<file path="config.mk">
export PLATFORM = sky130hd
export DESIGN_NAME = cpu_bus_address_decoder
export DESIGN_NICKNAME = d
export VERILOG_FILES = /design/src/rtl/core/cbad_pkg.sv /design/src/rtl/core/cpu_bus_address_decoder.sv
export VERILOG_INCLUDE_DIRS = /design/src /design/src/rtl/core
export SDC_FILE = /design/constraint.sdc
export NUM_CORES = 1
export LEC_CHECK = 0
export BUFFER_PORTS_ARGS = -buffer_cell sky130_fd_sc_hd__buf_2
export CORE_UTILIZATION = 44
export DETAILED_ROUTE_END_ITERATION = 8
export GPL_TIMING_DRIVEN = 0
export PLACE_DENSITY_LB_ADDON = 0.2
export SLEW_MARGIN = 20
export SYNTH_ARGS = -nofsm -noshare
export SYNTH_HDL_FRONTEND = slang
export SYNTH_SLANG_ARGS = --single-unit
export TNS_END_PERCENT = 50
</file>
<file path="constraint.sdc">
create_clock -name clk -period 1.7 [get_ports clk]
set_input_delay 0.425 -clock clk [delete_from_list [all_inputs] [get_ports clk]]
set_output_delay 0.425 -clock clk [all_outputs]
set_load 0.005 [all_outputs]
</file>
<file path="src/rtl/core/assert_macros.svh">
// assertion macros used by the address decoder
`ifndef ASSERT_MACROS_SVH
`define ASSERT_MACROS_SVH

// property must hold at every clock edge outside reset
`define ASSERT_CLK(label, clk, rst_n, prop, msg) \
    label: assert property (@(posedge clk) disable iff (!rst_n) prop) else $error(msg);

// expression must never be true outside reset
`define ASSERT_NEVER(label, clk, rst_n, expr, msg) \
    label: assert property (@(posedge clk) disable iff (!rst_n) !(expr)) else $error(msg);

`endif

</file>
<file path="src/rtl/core/cbad_pkg.sv">
// types, codes and constants of the cpu bus address decoder
`timescale 1ns / 1ps

package cbad_pkg;

    // default target sizes in bytes, all powers of two
    localparam int ITCM_PHYS_BYTES_DEF = 32768;
    localparam int DTCM_PHYS_BYTES_DEF = 16384;
    localparam int BIOS_BYTES_DEF      = 65536;
    localparam int WORKRAM_BYTES_DEF   = 1048576;
    localparam int SHAREDRAM_BYTES_DEF = 32768;
    localparam int FCRAM_BYTES_DEF     = 134217728;

    localparam int ADDR_W   = 32;
    localparam int OFFSET_W = 27;
    localparam int CFG_IDX_W = 3;

    // memory map
    localparam logic [31:0] BIOS_BASE      = 32'hFFFF_0000;
    localparam logic [31:0] REGION_MASK_128M = 32'hF800_0000;
    localparam logic [31:0] WORKRAM_BASE   = 32'h0800_0000;
    localparam logic [31:0] IO_BASE        = 32'h1000_0000;
    localparam logic [31:0] IO_END         = 32'h1020_0000;
    localparam logic [31:0] VRAM_BASE      = 32'h1800_0000;
    localparam logic [31:0] VRAM_B_BASE    = 32'h1830_0000;
    localparam logic [31:0] VRAM_END       = 32'h1860_0000;
    localparam logic [31:0] REGION_MASK_512K = 32'hFFF8_0000;
    localparam logic [31:0] SHAREDRAM_BASE = 32'h1FF0_0000;
    localparam logic [31:0] AXIRAM_BASE    = 32'h1FF8_0000;
    localparam logic [31:0] FCRAM0_BASE    = 32'h2000_0000;
    localparam logic [31:0] FCRAM1_BASE    = 32'h2800_0000;
    localparam logic [OFFSET_W-1:0] AXIRAM_OFF_MASK = 27'h007_FFFF;

    // access mode codes
    localparam logic [1:0] MODE_LOAD  = 2'd0;
    localparam logic [1:0] MODE_STORE = 2'd1;
    localparam logic [1:0] MODE_FETCH = 2'd2;

    // access size codes
    localparam logic [1:0] SIZE_BYTE = 2'd0;
    localparam logic [1:0] SIZE_HALF = 2'd1;
    localparam logic [1:0] SIZE_WORD = 2'd2;

    // configuration register indexes
    localparam logic [CFG_IDX_W-1:0] CFG_ITCM_LIMIT    = 3'd0;
    localparam logic [CFG_IDX_W-1:0] CFG_DTCM_BASE     = 3'd1;
    localparam logic [CFG_IDX_W-1:0] CFG_DTCM_MASK     = 3'd2;
    localparam logic [CFG_IDX_W-1:0] CFG_ITCM_LOAD_OFF = 3'd3;
    localparam logic [CFG_IDX_W-1:0] CFG_DTCM_LOAD_OFF = 3'd4;
    localparam logic [CFG_IDX_W-1:0] CFG_VRAM_ENABLE   = 3'd5;
    localparam logic [CFG_IDX_W-1:0] CFG_VRAM_HALF_OFF = 3'd6;

    typedef enum logic [3:0] {
        TGT_ITCM     = 4'd0,
        TGT_DTCM     = 4'd1,
        TGT_BIOS     = 4'd2,
        TGT_WRAM     = 4'd3,
        TGT_IO       = 4'd4,
        TGT_VRAM     = 4'd5,
        TGT_SHARED   = 4'd6,
        TGT_AXI      = 4'd7,
        TGT_FCRAM0   = 4'd8,
        TGT_FCRAM1   = 4'd9,
        TGT_UNMAPPED = 4'd10,
        TGT_FAULT    = 4'd11
    } target_t;

    typedef struct packed {
        logic [1:0]        mode;
        logic [1:0]        access_size;
        logic [ADDR_W-1:0] address;
        logic              mpu_allows;
    } cbad_req_t;

    typedef struct packed {
        target_t             target;
        logic [OFFSET_W-1:0] offset;
    } cbad_rsp_t;

    // region match flags between the compare and select stages
    typedef struct packed {
        logic allow;
        logic itcm;
        logic dtcm;
        logic bios;
        logic wram;
        logic io;
        logic vram_win;
        logic vram_ok;
        logic shared;
        logic axi;
        logic fcram0;
        logic fcram1;
    } cbad_hit_t;

endpackage

</file>
<file path="src/rtl/core/cpu_bus_address_decoder.sv">
// cpu bus address decoder: three-stage pipelined target and offset decode
//
//  channel   handshake             payload
//  access    start, busy           req (cbad_req_t)
//  result    done                  result (cbad_rsp_t)
//  config    cfg_write             cfg_index, cfg_data
//
// one transaction enters every cycle; busy is always low.
// done rises together with the result register once a transaction has passed
// the stages in order: align and capture, region compares (32-bit limit and
// mask compares), priority select.
// rst_n clears the stage valid bits and the configuration registers.
// nothing stalls: the receiver takes every result in its strobe cycle.
`timescale 1ns / 1ps

`include "assert_macros.svh"

module cpu_bus_address_decoder
    import cbad_pkg::*;
#(
    parameter int ITCM_PHYS_BYTES = ITCM_PHYS_BYTES_DEF,
    parameter int DTCM_PHYS_BYTES = DTCM_PHYS_BYTES_DEF,
    parameter int BIOS_BYTES      = BIOS_BYTES_DEF,
    parameter int WORKRAM_BYTES   = WORKRAM_BYTES_DEF,
    parameter int SHAREDRAM_BYTES = SHAREDRAM_BYTES_DEF,
    parameter int FCRAM_BYTES     = FCRAM_BYTES_DEF
)
(
    input  logic                 clk,
    input  logic                 rst_n,
    input  logic                 start,
    output logic                 busy,
    input  cbad_req_t            req,
    output logic                 done,
    output cbad_rsp_t            result,
    input  logic                 cfg_write,
    input  logic [CFG_IDX_W-1:0] cfg_index,
    input  logic [ADDR_W-1:0]    cfg_data
);

    localparam logic [OFFSET_W-1:0] ITCM_OFF_MASK   = OFFSET_W'(ITCM_PHYS_BYTES - 1);
    localparam logic [OFFSET_W-1:0] DTCM_OFF_MASK   = OFFSET_W'(DTCM_PHYS_BYTES - 1);
    localparam logic [OFFSET_W-1:0] BIOS_OFF_MASK   = OFFSET_W'(BIOS_BYTES - 1);
    localparam logic [OFFSET_W-1:0] WRAM_OFF_MASK   = OFFSET_W'(WORKRAM_BYTES - 1);
    localparam logic [OFFSET_W-1:0] SHARED_OFF_MASK = OFFSET_W'(SHAREDRAM_BYTES - 1);
    localparam logic [OFFSET_W-1:0] FCRAM_OFF_MASK  = OFFSET_W'(FCRAM_BYTES - 1);

    // configuration registers
    logic [ADDR_W-1:0] itcm_limit_reg;
    logic [ADDR_W-1:0] dtcm_base_reg;
    logic [ADDR_W-1:0] dtcm_mask_reg;
    logic              itcm_load_off_reg;
    logic              dtcm_load_off_reg;
    logic              vram_enable_reg;
    logic [3:0]        vram_half_off_reg;

    // stage 1: aligned access
    logic              s1_valid_reg;
    logic [1:0]        s1_mode_reg;
    logic [ADDR_W-1:0] s1_addr_reg;
    logic              s1_allow_reg;
    logic [ADDR_W-1:0] s1_addr_next;

    // stage 2: region flags
    logic              s2_valid_reg;
    cbad_hit_t         s2_hit_reg;
    cbad_hit_t         s2_hit_next;
    logic [ADDR_W-1:0] s2_addr_reg;

    // stage 3: result register
    logic              done_reg;
    cbad_rsp_t         result_reg;
    cbad_rsp_t         result_next;

    logic              accept;
    logic              s1_store;
    logic              s1_fetch;
    logic [1:0]        vram_half_sel;

    assign busy   = 1'b0;
    assign accept = start && !busy;

    always_ff @(posedge clk or negedge rst_n)
    begin
        if (!rst_n)
        begin
            itcm_limit_reg    <= '0;
            dtcm_base_reg     <= '0;
            dtcm_mask_reg     <= '0;
            itcm_load_off_reg <= 1'b0;
            dtcm_load_off_reg <= 1'b0;
            vram_enable_reg   <= 1'b0;
            vram_half_off_reg <= '0;
        end
        else if (cfg_write)
        begin
            case (cfg_index)
                CFG_ITCM_LIMIT:    itcm_limit_reg    <= cfg_data;
                CFG_DTCM_BASE:     dtcm_base_reg     <= cfg_data;
                CFG_DTCM_MASK:     dtcm_mask_reg     <= cfg_data;
                CFG_ITCM_LOAD_OFF: itcm_load_off_reg <= cfg_data[0];
                CFG_DTCM_LOAD_OFF: dtcm_load_off_reg <= cfg_data[0];
                CFG_VRAM_ENABLE:   vram_enable_reg   <= cfg_data[0];
                CFG_VRAM_HALF_OFF: vram_half_off_reg <= cfg_data[3:0];
                default:           ;
            endcase
        end
    end

    // fetches and word (or the unused size code) align to 4, halfwords to 2
    always_comb
    begin
        s1_addr_next = req.address;
        if (req.mode == MODE_FETCH || req.access_size[1])
        begin
            s1_addr_next[1:0] = 2'b00;
        end
        else if (req.access_size == SIZE_HALF)
        begin
            s1_addr_next[0] = 1'b0;
        end
    end

    always_ff @(posedge clk or negedge rst_n)
    begin
        if (!rst_n)
        begin
            s1_valid_reg <= 1'b0;
            s2_valid_reg <= 1'b0;
            done_reg     <= 1'b0;
        end
        else
        begin
            s1_valid_reg <= accept;
            s2_valid_reg <= s1_valid_reg;
            done_reg     <= s2_valid_reg;
        end
    end

    always_ff @(posedge clk)
    begin
        if (accept)
        begin
            s1_mode_reg  <= req.mode;
            s1_addr_reg  <= s1_addr_next;
            s1_allow_reg <= req.mpu_allows;
        end
    end

    // the unused mode code behaves as a load
    assign s1_store = (s1_mode_reg == MODE_STORE);
    assign s1_fetch = (s1_mode_reg == MODE_FETCH);
    // address bit 3 picks the high or low power half of a bank
    assign vram_half_sel = {s1_addr_reg >= VRAM_B_BASE, s1_addr_reg[3]};

    always_comb
    begin
        s2_hit_next.allow    = s1_allow_reg;
        s2_hit_next.itcm     = (s1_store || !itcm_load_off_reg)
                               && (s1_addr_reg < itcm_limit_reg);
        s2_hit_next.dtcm     = !s1_fetch && (s1_store || !dtcm_load_off_reg)
                               && ((s1_addr_reg & dtcm_mask_reg) == dtcm_base_reg);
        s2_hit_next.bios     = !s1_store && (s1_addr_reg >= BIOS_BASE);
        s2_hit_next.wram     = (s1_addr_reg & REGION_MASK_128M) == WORKRAM_BASE;
        s2_hit_next.io       = (s1_addr_reg >= IO_BASE) && (s1_addr_reg < IO_END);
        s2_hit_next.vram_win = (s1_addr_reg >= VRAM_BASE) && (s1_addr_reg < VRAM_END);
        s2_hit_next.vram_ok  = vram_enable_reg && !vram_half_off_reg[vram_half_sel];
        s2_hit_next.shared   = (s1_addr_reg & REGION_MASK_512K) == SHAREDRAM_BASE;
        s2_hit_next.axi      = (s1_addr_reg & REGION_MASK_512K) == AXIRAM_BASE;
        s2_hit_next.fcram0   = (s1_addr_reg & REGION_MASK_128M) == FCRAM0_BASE;
        s2_hit_next.fcram1   = (s1_addr_reg & REGION_MASK_128M) == FCRAM1_BASE;
    end

    always_ff @(posedge clk)
    begin
        if (s1_valid_reg)
        begin
            s2_hit_reg  <= s2_hit_next;
            s2_addr_reg <= s1_addr_reg;
        end
    end

    // priority select and offset
    always_comb
    begin
        result_next.target = TGT_UNMAPPED;
        result_next.offset = '0;
        if (!s2_hit_reg.allow)
        begin
            result_next.target = TGT_FAULT;
        end
        else if (s2_hit_reg.itcm)
        begin
            result_next.target = TGT_ITCM;
            result_next.offset = s2_addr_reg[OFFSET_W-1:0] & ITCM_OFF_MASK;
        end
        else if (s2_hit_reg.dtcm)
        begin
            result_next.target = TGT_DTCM;
            result_next.offset = s2_addr_reg[OFFSET_W-1:0] & DTCM_OFF_MASK;
        end
        else if (s2_hit_reg.bios)
        begin
            result_next.target = TGT_BIOS;
            result_next.offset = s2_addr_reg[OFFSET_W-1:0] & BIOS_OFF_MASK;
        end
        else if (s2_hit_reg.wram)
        begin
            result_next.target = TGT_WRAM;
            result_next.offset = s2_addr_reg[OFFSET_W-1:0] & WRAM_OFF_MASK;
        end
        else if (s2_hit_reg.io)
        begin
            result_next.target = TGT_IO;
            result_next.offset = OFFSET_W'(s2_addr_reg - IO_BASE);
        end
        else if (s2_hit_reg.vram_win)
        begin
            // disabled or powered-off vram reads as unmapped
            if (s2_hit_reg.vram_ok)
            begin
                result_next.target = TGT_VRAM;
                result_next.offset = OFFSET_W'(s2_addr_reg - VRAM_BASE);
            end
        end
        else if (s2_hit_reg.shared)
        begin
            result_next.target = TGT_SHARED;
            result_next.offset = s2_addr_reg[OFFSET_W-1:0] & SHARED_OFF_MASK;
        end
        else if (s2_hit_reg.axi)
        begin
            result_next.target = TGT_AXI;
            result_next.offset = s2_addr_reg[OFFSET_W-1:0] & AXIRAM_OFF_MASK;
        end
        else if (s2_hit_reg.fcram0)
        begin
            result_next.target = TGT_FCRAM0;
            result_next.offset = s2_addr_reg[OFFSET_W-1:0] & FCRAM_OFF_MASK;
        end
        else if (s2_hit_reg.fcram1)
        begin
            result_next.target = TGT_FCRAM1;
            result_next.offset = s2_addr_reg[OFFSET_W-1:0] & FCRAM_OFF_MASK;
        end
    end

    always_ff @(posedge clk)
    begin
        if (s2_valid_reg)
        begin
            result_reg <= result_next;
        end
    end

    assign done   = done_reg;
    assign result = result_reg;

    // every accepted transaction comes out with a result strobe
    `ASSERT_CLK(a_latency, clk, rst_n, accept |-> ##3 done, "result strobe missing")
    `ASSERT_CLK(a_no_orphan, clk, rst_n, done |-> $past(s1_valid_reg, 2),
        "result strobe without transaction")
    `ASSERT_NEVER(a_zero_offset, clk, rst_n,
        done && (result.target == TGT_FAULT || result.target == TGT_UNMAPPED)
        && (result.offset != '0), "fault or unmapped with nonzero offset")
    `ASSERT_NEVER(a_itcm_range, clk, rst_n,
        done && (result.target == TGT_ITCM) && ((result.offset & ~ITCM_OFF_MASK) != '0),
        "itcm offset beyond physical size")

endmodule
</file>
==> results of run 1 <==
## per-stage QoR
| stage | setup TNS [ns] | power, mW | worst slack, ns | cell area (µm²) |
|---|---|---|---|---|
| after floorplan | 0 | 7.81 | 0.00459 | 8960 |
| after global placement | -111.83 | 8.43 | -0.936 | 9820 |
| after detailed placement | -9.39 | 8.55 | -0.605 | 9880 |
| after CTS | -0.395 | 13.4 | -0.219 | 10800 |
| after global routing | -1.47 | 14.1 | -0.264 | 10900 |
| final | -0.355 | 13.4 | -0.194 | 10900 |
## cell families (layout without fill, tap and decap cells)
kind of cell,Yosys count,in the layout,synth area share
flip-flops,211,211,0.648
AND/OR/NAND/NOR,182,182,0.106
AO/OA/AOI/OAI,76,76,0.0493
multiplexers,73,73,0.0930
buffers and inverters,52,220,0.0288
XOR/XNOR,32,32,0.0313
adder cells (fa/ha/maj),31,31,0.0433
other,1,2,0.000418
## power groups by stage
stage | combinational, mW | sequential, mW | clock (mW)
after floorplan | 1.27 | 6.54 | 0
after global placement | 1.79 | 6.64 | 0
after detailed placement | 1.88 | 6.67 | 0
after CTS | 1.99 | 6.57 | 4.89
after global routing | 2.28 | 6.66 | 5.13
final | 2.04 | 6.57 | 4.77
## routing by layer
layer	wire, µm	vias to the layer above	global-route usage
li1	-	2639	-
met1	8740	2762	0.257
met2	9330	128	0.317
met3	936	20	0.0362
met4	346	0	0.0609
met5	0	-	0
## what timing repair did
item	CTS	global route
setup buffers	11	6
gates cloned	0	1
gates resized for setup	11	25
pin swaps	7	24
hold endpoints to repair	39	0
setup endpoints to repair	17	23
hold buffers	1	0
## cells in the final DEF, fill, tap and decap left out, types with 9 or more instances in the layout
| cell type | count |
|---|---|
| ha_1 | 30 |
| o21ai_0 | 38 |
| edfxtp_1 | 105 |
| buf_6 | 9 |
| nor2_1 | 13 |
| buf_4 | 17 |
| clkbuf_1 | 9 |
| dfrtp_1 | 104 |
| nand2_1 | 85 |
| and2_1 | 11 |
| mux2_2 | 70 |
| and2_4 | 14 |
| inv_1 | 34 |
| a21oi_1 | 17 |
| xnor2_1 | 30 |
| clkbuf_16 | 23 |
| buf_2 | 109 |
## path summary, 6_finish.rpt
check                               endpoint  slack, ns           start
setup reg to reg              s2_hit_reg[10]      -0.19  s1_addr_reg[2]
hold reg to reg               s2_hit_reg[11]       0.46    s1_allow_reg
max in group asynchronous  dtcm_base_reg[24]       0.63           rst_n
min in group asynchronous  itcm_limit_reg[5]       0.40           rst_n
setup / recovery              s2_hit_reg[10]      -0.19  s1_addr_reg[2]
hold / removal                s1_addr_reg[3]       0.09          req[4]
## area by class of cell
cell class / instances / area [µm²] / area share
Sequential cell: 211 / 5810 / 0.531
Multi-Input combinational cell: 395 / 3050 / 0.279
Buffer: 17 / 126 / 0.0116
Clock buffer: 33 / 663 / 0.0607
Antenna cell: 1 / 2.50 / 0.000229
Clock inverter: 9 / 73.8 / 0.00675
Timing Repair Buffer: 126 / 748 / 0.0684
Tap cell: 265 / 332 / 0.0303
Inverter: 35 / 131 / 0.0120
## critical path, cell delays in order (launching register included)
cell      delay (ns)
edfxtp_1        0.46
ha_4            0.25
a211o_1         0.24
a31oi_1         0.18
o311ai_2        0.17
a211o_1         0.33
a21oi_2         0.12
==> results.sh, run 1 <==
export IMPL_ant_nets=0
export IMPL_grt_max_degree=68
export IMPL_vdd_drop_max_v=0.000623
export IMPL_maxCapViolCount=0
export IMPL_portBuffers=105
export IMPL_die_height_um=145
export IMPL_synth_top_area_frac=0.352
export IMPL_clkTransAtPathRegs_ns=0.06
export IMPL_worstSetupStartpointType="flip-flop"
export IMPL_intPower_mw=10.0
export IMPL_sequentialPowerShare=0.491
export IMPL_vias=5549
export IMPL_yosys_area_top_type="edfxtp_1"
export IMPL_clockBufferDepth=3
export IMPL_overflow=0
export IMPL_fin_skew_ns=0.0139
export IMPL_p_clk_frac=0.356
export IMPL_max_slew_margin=0.384
export IMPL_row_count=51
export IMPL_status="complete, but fails checks"
export IMPL_antenna_found_initial=1
export IMPL_num_fill_cells=1631
export IMPL_synth_seq_area_share=0.648
export IMPL_hold_depth=1
export IMPL_routed_wl_um=19400
export IMPL_firstDrtPassIters=4
export IMPL_dieWidth_um=145
export IMPL_async_flop_share=0.502
export IMPL_finalNetCount=916
export IMPL_cts_buffers=23
export IMPL_rsz0062_at_grt="true"
export IMPL_fin_crit_sh=1.11
export IMPL_power_switching_mw=3.35
export IMPL_drv_slew=0
export IMPL_timing_final_crit_period_ns=1.89
export IMPL_syn_cell_area_mm2=0.00896
export IMPL_htree_levels=1
export IMPL_grt_pass1_wl_um=29900
export IMPL_required_ns=2.06
export IMPL_power_density_mw_per_mm2=1220
export IMPL_synthCells=658
export IMPL_pwr_share_comb=0.153
export IMPL_layoutNonFillerInstCount=1092
export IMPL_dieArea_mm2=0.0209
export IMPL_drive_gt1_frac=0.347
export IMPL_clk_latency_ns=0.51
export IMPL_crit_fanout=2
export IMPL_fmax_ghz=0.528
export IMPL_area_delta_synth_final_pct=22.0
export IMPL_post_dp_hpwl_um=13500
export IMPL_fin_ws_ns=-0.194
export IMPL_synth_top_cells_by_area="edfxtp_1 35%, dfrtp_1 30%, mux2_2 8.8%"
export IMPL_ys_flop_type="dfrtp_1"
export IMPL_synth_common_cells="106 x dfrtp_1, 105 x edfxtp_1, 85 x nand2_1"
export IMPL_min_path_type="in -> reg"
export IMPL_ff2ff_path_depth=6
export IMPL_critPathArrivalTime_ns=2.25
export IMPL_violations="setup timing"
export IMPL_p_leak_nw=4.59
export IMPL_cts_root_buf="clkbuf_16"
export IMPL_start_util=0.455
export IMPL_dp_cells=1030
export IMPL_drt_iter0_drc=327
export IMPL_core_area_mm2=0.0197
export IMPL_hold_viol_final=0
export IMPL_end_kind="flip-flop"
export IMPL_synth_most_common_cell="dfrtp_1"
export IMPL_setup_viol=2
export IMPL_synth_edf_count=105
export IMPL_drc=0
export IMPL_gp_congestion=0.805
export IMPL_via_per_inst=5.08
export IMPL_synth_distinct_cells=52
export IMPL_synth_warnings=0
export IMPL_syn_area_per_cell_um2=13.6
export IMPL_holdWs_ns=0.0877
export IMPL_cts_tree="yes"
export IMPL_synth_seq_cells=211
export IMPL_gr_usage_all_layers=0.192
export IMPL_wl_per_cell_um=17.7
export IMPL_syn_nets=765
export IMPL_critPathKind="reg -> reg"
export IMPL_io_pins=109
export IMPL_grt_pass1_vias=5614
export IMPL_clock_sinks=211
export IMPL_switching_share=0.250
export IMPL_tightest_slew_ns=0.924
export IMPL_final_util=0.554
No activity file was read; power rests on OpenSTA's default activity.
==> run 2, diff against run 1 <==
Settings changed: GPL_TIMING_DRIVEN 0 to not set, PLACE_DENSITY set to 0.66, PLACE_DENSITY_LB_ADDON 0.2 to not set.
==> run 2 against run 1 <==
Compared with the run above:
- the flow still finishes with violations (setup timing)
- non-clock buffer count grew 24
- largest cell class unchanged
- largest power group unchanged
- final area grew 0.94%
- setup slack gained 0.0040 ns
- critical path type unchanged
- core utilization grew 0.52 points
- global-route usage shrank 0.15 points
- die area is the same
- total power shrank 1.4%
- combinational power grew 7%
- first-iteration DRC count shrank 19%
- cell count grew 1.8%
- critical endpoint unchanged
==> results.sh, run 2 (synthesized netlist as in run 1, its figures left out) <==
export IMPL_status="complete, but fails checks"
export IMPL_violations="setup timing"
export IMPL_crit_fanout=2
export IMPL_setup_viol=2
export IMPL_maxCapViolCount=0
export IMPL_fmax_ghz=0.529
export IMPL_clkTransAtPathRegs_ns=0.06
export IMPL_gr_usage_all_layers=0.191
export IMPL_grt_max_degree=72
export IMPL_fin_skew_ns=0.0107
export IMPL_io_pins=109
export IMPL_antenna_found_initial=0
export IMPL_clk_latency_ns=0.50
export IMPL_worstSetupStartpointType="flip-flop"
export IMPL_vdd_drop_max_v=0.000682
export IMPL_drv_slew=0
export IMPL_final_util=0.560
export IMPL_row_count=51
export IMPL_portBuffers=107
export IMPL_grt_pass1_wl_um=30300
export IMPL_die_height_um=145
export IMPL_slowest_delay_ns=0.44
export IMPL_drive_gt1_frac=0.359
export IMPL_rsz0062_at_grt="true"
export IMPL_clock_sinks=211
export IMPL_dp_cells=1066
export IMPL_routed_wl_um=19800
export IMPL_via_per_inst=5.06
export IMPL_cts_buffers=21
export IMPL_dieArea_mm2=0.0209
export IMPL_start_util=0.455
export IMPL_min_path_type="in -> reg"
export IMPL_regToRegSetupSlack_ns=-0.19
export IMPL_drt_iter0_drc=265
export IMPL_final_cell_area_mm2=0.0110
export IMPL_worstSetupEndpoint="s2_hit_reg[10]"
export IMPL_dieWidth_um=145
export IMPL_cts_root_buf="clkbuf_16"
export IMPL_htree_levels=1
export IMPL_end_kind="flip-flop"
export IMPL_drc=0
export IMPL_worstSetupStartpoint="s1_addr_reg[2]"
export IMPL_critPathKind="reg -> reg"
export IMPL_p_leak_nw=4.67
export IMPL_critical_path_depth=6
export IMPL_fin_crit_sh=1.11
export IMPL_required_ns=2.05
export IMPL_timing_final_crit_period_ns=1.89
export IMPL_post_dp_hpwl_um=13800
export IMPL_gp_congestion=0.874
export IMPL_core_area_mm2=0.0197
export IMPL_finalNetCount=939
export IMPL_wl_per_cell_um=17.8
export IMPL_cpLargestDelayFamily="compound AO/OA/AOI/OAI gates"
export IMPL_critPathArrivalTime_ns=2.24
export IMPL_ff2ff_path_depth=6
export IMPL_layoutNonFillerInstCount=1112
export IMPL_crit_buf_inv=0
export IMPL_rr_endpoint="s2_hit_reg[10]"
export IMPL_vias=5627
export IMPL_fin_ws_ns=-0.190
export IMPL_clockBufferDepth=3
export IMPL_area_delta_synth_final_pct=23.1
export IMPL_cts_tree="yes"
export IMPL_overflow=0
export IMPL_mostFrequentLayoutCells="106 x dfrtp_1, 106 x buf_2, 105 x edfxtp_1"
export IMPL_cp_cell_sequence="ha_4 -> a211o_1 -> a31oi_1 -> o311ai_2 -> a211o_1 -> a21oi_2"
export IMPL_slowest_stage="edfxtp_1"
export IMPL_power_density_mw_per_mm2=1200
export IMPL_place_area_mm2=0.0102
export IMPL_grt_pass1_vias=5810
export IMPL_cpMostUsedCell="a211o_1"
export IMPL_hold_viol_final=0
export IMPL_firstDrtPassIters=4
export IMPL_ant_nets=0
export IMPL_rr_startpoint="s1_addr_reg[2]"
==> run 2: changes by cell type in the layout (fill, tap and decap cells not counted), sizes merged <==
cell / before / now
bufinv: 1 / 2
clkbuf: 37 / 24
buf: 138 / 166
clkinv: 7 / 11
a21boi: 1 / 2
inv: 36 / 35
==> run 2: metrics by stage <==
step | setup TNS [ns] | total power [mW] | hold slack [ns] | worst slack (ns)
floorplan | 0 | 7.81 | 0.129 | 0.00459
global placement | -0.850 | 8.57 | 0.231 | -0.103
detailed placement | -1.03 | 8.68 | 0.231 | -0.170
CTS | -0.177 | 13.2 | 0.0851 | -0.177
global route | -0.905 | 13.8 | 0.0829 | -0.241
finish | -0.202 | 13.2 | 0.103 | -0.190
==> run 2: worst min-delay path by stage <==
stage | start | endpoint | slack, ns | depth (start not counted)
floorplan | rst_n | done | 0.13 | 0
global placement | rst_n | dtcm_mask_reg[6] | 0.23 | 1
detailed placement | rst_n | dtcm_mask_reg[6] | 0.23 | 1
CTS | req[21] | s1_addr_reg[20] | 0.09 | 1
global route | req[21] | s1_addr_reg[20] | 0.08 | 1
finish | req[21] | s1_addr_reg[20] | 0.10 | 1
==> run 2: power breakdown <==
part	internal, mW	switching [mW]
registers	6.14	0.368
clock network	2.64	1.86
logic	1.10	1.09
total	9.87	3.32
==> run 2: what timing repair did <==
item | in CTS | in global routing
hold endpoints to repair | 46 | 0
hold buffers | 1 | 0
endpoints found under the setup margin | 17 | 27
resized for setup | 8 | 19
gates cloned | 0 | 1
pin swaps | 2 | 20
setup buffers | 2 | 4
==> run 2: cell type report <==
type                    instances  area, µm²
diodes                          1       2.50
clock buffers                  24        557
clock inverters                13        109
fillers                      1630       8680
inverters                      35        131
multi-input cells             396       3050
flip-flops and latches        211       5810
well taps                     265        332
repair buffers                167       1050
==> run 2: metal layers <==
| layer | track usage | vias up | routed length (µm) |
|---|---|---|---|
| li1 | - | 2680 | - |
| met1 | 0.247 | 2772 | 8260 |
| met2 | 0.330 | 139 | 9930 |
| met3 | 0.0309 | 36 | 1120 |
| met4 | 0.0560 | 0 | 469 |
| met5 | 0 | - | 0 |
==> run 3, diff against run 2 <==
Settings changed: RECOVER_POWER set to 25.
==> run 3 against run 2 <==
Compared with the run above:
- the flow still finishes with violations (setup timing)
- clock power is essentially flat
- setup slack got worse by 0.021 ns
- clock skew grew 0.00073 ns
- non-clock buffer count is the same
- sequential power is essentially flat
- wire length rose by 0.30%
- sequential share of layout area grew 0.22 points
- global-route usage did not move
==> results.sh, run 3 (synthesized netlist as in run 1, its figures left out) <==
export IMPL_overflow=0
export IMPL_timing_final_crit_period_ns=1.91
export IMPL_status="complete, but fails checks"
export IMPL_clkTransAtPathRegs_ns=0.06
export IMPL_grt_pass1_wl_um=30300
export IMPL_num_fill_cells=1638
export IMPL_finalNetCount=939
export IMPL_regToRegSetupSlack_ns=-0.21
export IMPL_ff2ff_path_depth=6
export IMPL_worstSetupStartpoint="s1_addr_reg[2]"
export IMPL_antenna_found_initial=0
export IMPL_routed_wl_um=19800
export IMPL_critPathArrivalTime_ns=2.26
export IMPL_via_per_inst=5.07
export IMPL_drive_gt1_frac=0.349
export IMPL_gr_usage_met3=0.0309
export IMPL_finalSetupTns_ns=-0.245
export IMPL_cp_cell_sequence="ha_4 -> a211o_1 -> a31oi_1 -> o311ai_2 -> a211o_1 -> a21oi_2"
export IMPL_htree_levels=1
export IMPL_critical_path_depth=6
export IMPL_intPower_mw=9.86
export IMPL_gp_congestion=0.874
export IMPL_vias=5641
export IMPL_grt_pass1_vias=5810
export IMPL_rr_startpoint="s1_addr_reg[2]"
export IMPL_grt_use_met1=0.247
export IMPL_pwr_share_comb=0.165
export IMPL_power_switching_mw=3.33
export IMPL_dp_cells=1066
export IMPL_die_height_um=145
export IMPL_fin_ws_ns=-0.210
export IMPL_ant_nets=0
export IMPL_vdd_drop_max_v=0.000684
export IMPL_rr_endpoint="s2_hit_reg[10]"
export IMPL_clockBufferDepth=3
export IMPL_worstSetupStartpointType="flip-flop"
export IMPL_rsz0062_at_grt="true"
export IMPL_max_slew_margin=0.276
export IMPL_seq_area_mm2=0.00581
export IMPL_drt_iter0_drc=274
export IMPL_maxCapViolCount=0
export IMPL_p_leak_nw=4.63
export IMPL_critPathKind="reg -> reg"
export IMPL_tightest_slew_ns=1.09
export IMPL_start_util=0.455
export IMPL_hold_viol_final=0
export IMPL_cpLargestDelayFamily="compound AO/OA/AOI/OAI gates"
export IMPL_drv_slew=0
export IMPL_area_delta_synth_final_pct=22.6
export IMPL_end_kind="flip-flop"
export IMPL_p_clk_frac=0.342
export IMPL_grt_busiest_layer="met2"
export IMPL_post_dp_hpwl_um=13800
export IMPL_setup_viol=3
export IMPL_switching_share=0.252
export IMPL_multi_input_area_mm2=0.00305
export IMPL_required_ns=2.05
export IMPL_min_path_type="in -> reg"
export IMPL_row_count=51
export IMPL_firstDrtPassIters=4
export IMPL_fin_skew_ns=0.0115
export IMPL_globalRouteMet2Util=0.330
export IMPL_layout_commonest_cell="dfrtp_1"
export IMPL_core_area_mm2=0.0197
export IMPL_wl_per_cell_um=17.8
export IMPL_slowest_stage="edfxtp_1"
export IMPL_clock_sinks=211
export IMPL_violations="setup timing"
export IMPL_gr_usage_all_layers=0.191
export IMPL_slowest_delay_ns=0.44
export IMPL_clk_latency_ns=0.50
export IMPL_worstSetupEndpoint="s2_hit_reg[10]"
export IMPL_cpMostUsedCell="a211o_1"
export IMPL_dieArea_mm2=0.0209
export IMPL_drc=0
export IMPL_cts_buffers=21
export IMPL_cts_tree="yes"
export IMPL_cts_root_buf="clkbuf_16"
export IMPL_portBuffers=107
export IMPL_fin_crit_sh=1.12
export IMPL_mostFrequentLayoutCells="106 x dfrtp_1, 105 x edfxtp_1, 99 x buf_2"
export IMPL_grt_max_degree=72
export IMPL_fmax_ghz=0.523
export IMPL_power_density_mw_per_mm2=1200
export IMPL_crit_fanout=2
export IMPL_dieWidth_um=145
export IMPL_sequentialPowerShare=0.493
export IMPL_crit_buf_inv=0
export IMPL_io_pins=109
export IMPL_layoutNonFillerInstCount=1112
-- run 3: worst min-delay path by stage --
stage               startpoint               end  depth (start not counted)
floorplan                rst_n              done                          0
global placement         rst_n  dtcm_mask_reg[6]                          1
detailed placement       rst_n  dtcm_mask_reg[6]                          1
CTS                    req[21]   s1_addr_reg[20]                          1
global route           req[21]   s1_addr_reg[20]                          1
finish                 req[21]   s1_addr_reg[20]                          1
-- run 3: layout make-up --
class | count | share of cell area
Antenna cell | 1 | 0.000228
Inverter | 35 | 0.0120
Tap cell | 265 | 0.0302
Sequential cell | 211 | 0.528
Clock inverter | 13 | 0.00991
Timing Repair Buffer | 167 | 0.0917
Multi-Input combinational cell | 396 | 0.277
Clock buffer | 24 | 0.0507
-- run 3: stage by stage --
step / setup WS (ns) / area, µm² / hold WS (ns) / power [mW] / util
after floorplan: 0.00459 / 8960 / 0.129 / 7.81 / -
after global placement: -0.103 / 10200 / 0.231 / 8.57 / 0.516
after detailed placement: -0.170 / 10200 / 0.231 / 8.68 / 0.516
after CTS: -0.177 / 10900 / 0.0851 / 13.2 / 0.553
after global routing: -0.241 / 11000 / 0.0829 / 13.8 / 0.557
final: -0.210 / 11000 / 0.101 / 13.2 / 0.557
-- run 3: power groups by stage --
stage                     sequential (mW)  combinational (mW)  clock (mW)
final                                6.51                2.18        4.51
after global routing                 6.59                2.41        4.80
after CTS                            6.50                2.15        4.59
after detailed placement             6.60                2.08           0
after global placement               6.56                2.01           0
after floorplan                      6.54                1.27           0
-- run 3: repair_timing --
item                       CTS  global route
buffers inserted             2             4
setup endpoints to repair   17            27
pin swaps                    2            20
resized for setup            8            19
hold buffers                 1             0
hold endpoints to repair    46             0
cloned                       0             1
-- run 3: metal layers --
metal	vias up	wire length [µm]
met5	-	0
met4	0	490
met3	38	978
met2	130	9930
met1	2795	8430
li1	2678	-
-- run 3: worst register-to-register path, delay by kind of cell (launching register included) --
| kind | cells | cell delay [ns] |
|---|---|---|
| fa+ha+maj | 1 | 0.24 |
| flops | 1 | 0.44 |
| compound gates | 5 | 1.10 |
